File: config.mk
export PLATFORM = sky130hd
export DESIGN_NAME = pcr_front
export DESIGN_NICKNAME = d
export VERILOG_FILES = /design/src/pearson_correlation_rotated_assert.svh /design/src/pcr_pkg.sv /design/src/pcr_front.sv
export SDC_FILE = /design/constraint.sdc
export NUM_CORES = 1
export LEC_CHECK = 0
export ABC_CLOCK_PERIOD_IN_PS = 5500
export BUFFER_PORTS_ARGS = -buffer_cell sky130_fd_sc_hd__buf_4
export CORE_ASPECT_RATIO = 0.8
export CORE_MARGIN = 2
export CORE_UTILIZATION = 62
export DETAILED_ROUTE_END_ITERATION = 8
export PLACE_DENSITY = 0.86
export SLEW_MARGIN = 40
export SYNTH_ARGS = -nofsm -noshare
export SYNTH_HDL_FRONTEND = slang
export SYNTH_SLANG_ARGS = --single-unit
File: constraint.sdc
create_clock -name i_clk -period 5.5 [get_ports i_clk]
set_clock_uncertainty 0.1 [all_clocks]
set_input_delay 0.825 -clock i_clk [delete_from_list [all_inputs] [get_ports i_clk]]
set_output_delay 0.825 -clock i_clk [all_outputs]
set_load 0.1 [all_outputs]
File: src/pearson_correlation_rotated_assert.svh
// assertion macros used by the correlation back end (pcr_back)
`ifndef PEARSON_CORRELATION_ROTATED_ASSERT_SVH
`define PEARSON_CORRELATION_ROTATED_ASSERT_SVH

// same-cycle implication, checked on i_clk and disabled in reset
`define PCR_ASSERT_IMP(lbl, cond, prop) \
    lbl: assert property (@(posedge i_clk) disable iff (!i_rst_n) (cond) |-> (prop)) \
        else $error("pcr assertion failed");

// next-cycle implication, checked on i_clk and disabled in reset
`define PCR_ASSERT_NXT(lbl, cond, prop) \
    lbl: assert property (@(posedge i_clk) disable iff (!i_rst_n) (cond) |=> (prop)) \
        else $error("pcr assertion failed");

`endif

File: src/pcr_pkg.sv
// shared constants and types of the correlation block
package pcr_pkg;

    localparam int ROT_W  = 12;   // rotation register width
    localparam int CORR_W = 16;   // Q1.15 coefficient width
    localparam int PCNT_W = 13;   // reported pair count width
    localparam int Q_W    = 15;   // fraction bits of the coefficient magnitude

    // control bits that travel with each queued pair
    typedef struct packed {
        logic last;
        logic drop;
    } t_item_ctl;

endpackage

File: src/pcr_front.sv
// input side: accepts pairs, marks those beyond capacity, queues them
module pcr_front import pcr_pkg::*; #(
    parameter int SAMPLE_WIDTH = 16,
    parameter int MAX_PAIRS    = 4096
) (
    input  logic                           i_clk,
    input  logic                           i_rst_n,
    input  logic                           i_in_valid,
    output logic                           o_in_stall,
    input  logic signed [SAMPLE_WIDTH-1:0] i_sample_a,
    input  logic signed [SAMPLE_WIDTH-1:0] i_sample_b,
    input  logic                           i_last,
    input  logic                           i_pop,
    output logic                           o_head_valid,
    output logic signed [SAMPLE_WIDTH-1:0] o_head_a,
    output logic signed [SAMPLE_WIDTH-1:0] o_head_b,
    output t_item_ctl                      o_head_ctl
);

    localparam int CW  = $clog2(MAX_PAIRS + 1);
    localparam int QD  = 4;
    localparam int QAW = $clog2(QD);

    logic signed [SAMPLE_WIDTH-1:0] r_qa [QD];
    logic signed [SAMPLE_WIDTH-1:0] r_qb [QD];
    t_item_ctl                      r_qc [QD];
    logic [QAW-1:0]                 r_wp, r_rp;
    logic [QAW:0]                   r_fill, n_fill;
    logic [CW-1:0]                  r_fcnt;
    logic                           push;
    logic                           drop;

    assign o_in_stall = (r_fill == (QAW+1)'(QD));
    assign push       = i_in_valid && !o_in_stall;
    assign drop       = (r_fcnt == CW'(MAX_PAIRS));
    assign n_fill     = r_fill + {{QAW{1'b0}}, push} - {{QAW{1'b0}}, i_pop};

    // pointers, fill level and per-set pair count
    always_ff @(posedge i_clk) begin
        if (!i_rst_n) begin
            r_wp   <= '0;
            r_rp   <= '0;
            r_fill <= '0;
            r_fcnt <= '0;
        end else begin
            r_fill <= n_fill;
            if (push) begin
                r_wp <= r_wp + 1'b1;
                if (i_last) begin
                    r_fcnt <= '0;
                end else if (!drop) begin
                    r_fcnt <= r_fcnt + 1'b1;
                end
            end
            if (i_pop) begin
                r_rp <= r_rp + 1'b1;
            end
        end
    end

    // queue entries
    always_ff @(posedge i_clk) begin
        if (push) begin
            r_qa[r_wp]      <= i_sample_a;
            r_qb[r_wp]      <= i_sample_b;
            r_qc[r_wp].last <= i_last;
            r_qc[r_wp].drop <= drop;
        end
    end

    assign o_head_valid = (r_fill != '0);
    assign o_head_a     = r_qa[r_rp];
    assign o_head_b     = r_qb[r_rp];
    assign o_head_ctl   = r_qc[r_rp];

endmodule

### After elaboration in Yosys (flattened, before gate mapping)

Memories as Yosys holds them, arrays and structs flattened. A register that Yosys moved wholly into a read port is not among the register bits.
Index checks and enable logic that the tools add are counted.

| storage, ports and cells | value |
|---|---|
| register bits | 20 |
| bits in writable memories | 136 |
| bits of input ports | 37 |
| word-level logic and storage cells | 29 |
| memories | 3 |

Memories:

| name | words | width | read ports | clocked after Yosys merged registers in | wr ports | RTL line | source |
|---|---|---|---|---|---|---|---|
| r_qa | 4 | 16 | 1 | 1 | 1 | pcr_front.sv:24 | `logic signed [SAMPLE_WIDTH-1:0] r_qa [QD];` |
| r_qb | 4 | 16 | 1 | 1 | 1 | pcr_front.sv:25 | `logic signed [SAMPLE_WIDTH-1:0] r_qb [QD];` |
| r_qc | 4 | 2 | 1 | 1 | 1 | pcr_front.sv:26 | `t_item_ctl r_qc [QD];` |

| operators by class | value |
|---|---|
| $add $sub $neg | 5 |
| eq/ne operators | 3 |
| multiplexer cells | 10 |
| reduce and logical (&&, ||, !) cells | 4 |

Operators by type and width:

| kind | count |
|---|---|
| 13-bit 2-to-1 mux | 2 |
| 13-bit by 1-bit adder with 13-bit output (second input constant) | 1 |
| 13-bit equality test (second input constant) | 1 |
| 2-bit 2-to-1 mux | 6 |
| 2-bit by 1-bit adder with 2-bit output (second input constant) | 2 |
| 3-bit by 1-bit adder with 3-bit output | 1 |
| 3-bit equality test (second input constant) | 1 |
| 3-bit nonzero test | 1 |
| 3-bit by 1-bit subtractor with 3-bit output | 1 |
| 1-bit 2-to-1 mux | 2 |
| 2-bit != test (second input constant) | 1 |
| 2-bit AND reduction | 1 |
| 1-bit logical AND | 1 |
| 1-bit zero test | 1 |

### Depth between registers and ports, before layout

| logic depth | value |
|---|---|
| word-level depth | 5 |
| depth in mapped cells | 14 |
| depth with buffers taken out | 11 |

### Worst setup path before layout

OpenSTA, ideal clock, no wires.

| timing path | value |
|---|---|
| kind | register -> register |
| start | reg r_fill[1] |
| end | reg r_fill[2] |
| setup time | 0.130 ns |
| arrival | 2.400 ns |
| setup slack | 2.870 ns |
| stages on the path, launching flop included | 15 |
| cells stage by stage | dfxtp_1 or3b_1 buf_6 and2_4 buf_6 inv_6 buf_12 ha_1 inv_1 ha_1 inv_1 fa_1 xor2_1 xnor2_1 nor2_1 |

| on the way | value |
|---|---|
| longest elaborated chain between the ends | 5 |

RTL lines:

| what | RTL line | source |
|---|---|---|
| from (decl) | pcr_front.sv:28 | `logic [QAW:0] r_fill, n_fill;` |
| from (signal assigned) | pcr_front.sv:46 | `r_fill <= n_fill;` |
| 3-bit equality test | pcr_front.sv:33 | `assign o_in_stall = (r_fill == (QAW+1)'(QD));` |
| 1-bit zero test | pcr_front.sv:34 | `assign push = i_in_valid && !o_in_stall;` |
| 1-bit logical AND | pcr_front.sv:34 |  |
| 3-bit by 1-bit adder with 3-bit output * | pcr_front.sv:36 | `assign n_fill = r_fill + {{QAW{1'b0}}, push} - {{QAW{1'b0}}, i_pop};` |
| 3-bit by 1-bit subtractor with 3-bit output * | pcr_front.sv:36 |  |

Mark *: on every way between the ends. The rest lies on a longest branch, timed or not.
A chain may end at the register's enable or synchronous reset.

==> impl_metrics.py <==
metrics = {
    "run_status": {
        "status": "finished clean",
    },
    "worst_setup_path": {
        "cp_max_fo": 19,
        "endpoint_kind": "output pin",
        "cp_common_cell": "buf_4",
        "crit_chain": "buf_4 -> mux4_2 -> buf_4",
        "max_stage_delay_ns": 0.70,
        "cp_num_buf_inv": 2,
        "critical_path_class": "flop to output pin",
        "worstSetupStartpointType": "flop",
        "critPathRequiredTime_ns": 4.58,
        "crit_family": "buffers and inverters",
        "worstPathArrival_ns": 2.41,
        "crit_slowest_cell": "dfxtp_2",
    },
    "clock_network": {
        "ctsHoldBuffers": 0,
        "clock_latency_ns": 0.41,
        "cts_resized": 0,
        "cts_buffers": 17,
        "h-tree-depth": 4,
        "clk_pin_slew_ns": 0.06,
        "root_buffer": "clkbuf_16",
        "clockBufferDepth": 2,
        "cts_tree": "built",
        "post_cts_buffers": 0,
        "cts.sinks": 158,
    },
    "logic_synthesis": {
        "seq_area_frac_synth_pct": 73.3,
        "ys_warn_count": 0,
        "synth_top_flop_cell": "edfxtp_1",
        "synth_area_sq_mm": 0.00617,
        "synth.most_common_cell": "edfxtp_1",
        "synth_common_cells": "edfxtp_1, mux4_2, dfxtp_1, nand2_1, inv_1",
        "synth-edff-count": 136,
        "synth_nets": 370,
        "yosysTopAreaCellShare_pct": 66.1,
        "ys_seq_elements": 158,
        "synth_area_leaders": "edfxtp_1, mux4_2, dfxtp_1, ha_1, nand2_1",
        "synth_area_leader_cell": "edfxtp_1",
        "synth_cells": 324,
        "ys_types": 44,
        "avgSynthCellArea_sq_um": 19.1,
        "synthArstFlopShare_pct": 0,
    },
    "global_route": {
        "grtUsageTotal_pct": 23.4,
        "grt_overflow": 0,
        "antenna_found_initial": 0,
        "grt_pass1_vias": 3271,
        "grt_pass1_wl_um": 17700,
        "grt_max_degree": 35,
    },
    "finish": {
        "nNetsFinal": 445,
        "syn2layout_area_growth_pct": 21.2,
        "regArea_sq_mm": 0.00453,
        "antenna_cells": 0,
        "drive_gt1_share_pct": 37.1,
        "nFillCells": 501,
        "multiInputGateArea_sq_mm": 0.00152,
    },
    "sta": {
        "hold_viol": 0,
        "finalCritPeriodShare_pct": 60.6,
        "max_freq_mhz": 300,
        "setup-tns-final_ns": 0,
        "tightest_slew_ns": 0.709,
        "setup_viol": 0,
        "relSlewSlack_pct": 52.7,
        "fin_ws_ns": 2.17,
        "rsz0062_at_grt": "false",
        "whs_ns": 0.417,
        "finalMaxSlewViolations": 0,
        "min_period_ns": 3.33,
    },
    "power_and_ir_drop": {
        "peakVddDrop_mv": 0.433,
        "power.leakage_nw": 2.57,
        "power.density_mw_per_mm2": 497,
    },
    "worst_hold_path": {
        "hp-class": "flop to flop",
    },
    "place": {
        "port_buffers": 72,
        "post-dp-hpwl_um": 6820,
        "gp_congestion": 0.838,
        "place_ws_ns": 2.54,
    },
    "routing": {
        "vias_per_cell": 5.95,
        "routed_wl_um": 11600,
        "dr.pass1.iters": 4,
        "avgRoutedWirePerCell_um": 21.2,
        "antenna_left": 0,
        "drt-initial-drc-count": 396,
        "drcViolationCount": 0,
        "vias": 3263,
    },
    "floorplan": {
        "ios": 73,
        "start_util_pct": 64.0,
        "die_y_um": 93.3,
        "dieArea_sq_mm": 0.0108,
        "chipWidth_um": 116,
        "num_rows": 32,
        "core_area_sq_mm": 0.00965,
    },
    "run": {
        "cap_violations": 0,
    },
}
through the flow:
| step | std cells | power, mW | utilization (%) | instance area (sq um) |
|---|---|---|---|---|
| floorplan | 324 | 2.22 | - | 6170 |
| global placement | 516 | 2.39 | 70.4 | 6790 |
| detailed placement | 516 | 2.41 | 70.5 | 6810 |
| CTS | 548 | 3.74 | 77.5 | 7480 |
| global route | 548 | 3.82 | 77.6 | 7480 |
| finish | 548 | 3.72 | 77.6 | 7480 |
power by group:
group | switching, mW | internal, mW | leakage, nW
sequential | 0.0542 | 1.43 | 1.43
combinational | 0.671 | 0.221 | 0.809
clock | 0.449 | 0.890 | 0.329
total | 1.17 | 2.55 | 2.57
state kept, by name (all words and copies together), names as in the netlist, named ones only:
signal / cells
r_wp: 2
r_qa: 64
r_qb: 64
r_fill: 3
r_qc: 8
r_fcnt: 13
r_rp: 2
layout by cell type (no fill, tap or decap), types with 2 or more instances in the layout:
cell       Yosys  layout
a31oi_1        6       6
nand4_1        2       2
xnor2_1        3       3
a21oi_1        7       7
nand2_1       14      14
inv_1         10      10
or3_1          4       4
clkinv_2       0       4
o21ai_0        3       3
o211ai_1       2       2
edfxtp_1     136     136
o21ai_2        4       4
nor2_1         9       9
mux4_2        34      34
buf_4          0      73
ha_1           8       8
dfxtp_1       22      20
and3_4         0       4
a41oi_1        2       2
and4_1         3       3
a21oi_2        3       3
nand3_1        5       5
bufinv_16      0       7
clkinv_1       0       2
nor4b_1        4       4
and2_1         2       2
or4_1          2       2
xor2_1         2       2
clkbuf_16      0      17
tightest hold or removal path, cell delays in order, from the launching register on:
cell     delay (ns)
dfxtp_1        0.33
nand2_1        0.07
o22ai_1        0.07
cell families (layout without fill, tap and decap cells):
family | count (synthesis) | after routing | synth area share, %
multiplexers | 34 | 34 | 12.4
flip-flops | 158 | 158 | 73.3
XOR/XNOR | 5 | 5 | 0.709
AND/OR/NAND/NOR | 58 | 58 | 5.53
adder cells (fa/ha/maj) | 9 | 9 | 1.95
buffers and inverters | 28 | 116 | 2.43
AO/OA/AOI/OAI | 32 | 32 | 3.71
cell type report:
type / count / share of cell area (%)
clock inverters: 14 / 3.28
multi-input cells: 138 / 20.2
well taps: 136 / 2.27
clock buffers: 18 / 5.73
flip-flops and latches: 158 / 60.5
repair buffers: 73 / 7.32
inverters: 11 / 0.619
path summary, 6_finish.rpt:
check / startpoint / end / slack (ns) / cells past startpoint
max: flop / o_head_b[12] / 2.17 / 3
min: r_fcnt[0]$_SDFFE_PN0P_ / r_fcnt[0]$_SDFFE_PN0P_ / 0.42 / 2
max reg2reg: r_fill[1]$_SDFF_PN0_ / r_fill[2]$_SDFF_PN0_ / 2.78 / 11
min reg2reg: r_fcnt[0]$_SDFFE_PN0P_ / r_fcnt[0]$_SDFFE_PN0P_ / 0.42 / 2
routing by layer:
metal	GRT usage (%)	vias to the layer above	part of all wire (%)	wire length, um
met4	8.94	0	1.5	178
met5	0	-	0	0
met1	31.4	1636	41	4800
met2	37.1	154	50	5810
li1	-	1458	-	-
met3	6.61	15	7.2	838
Note: power is estimated with default switching activity, not from simulation.
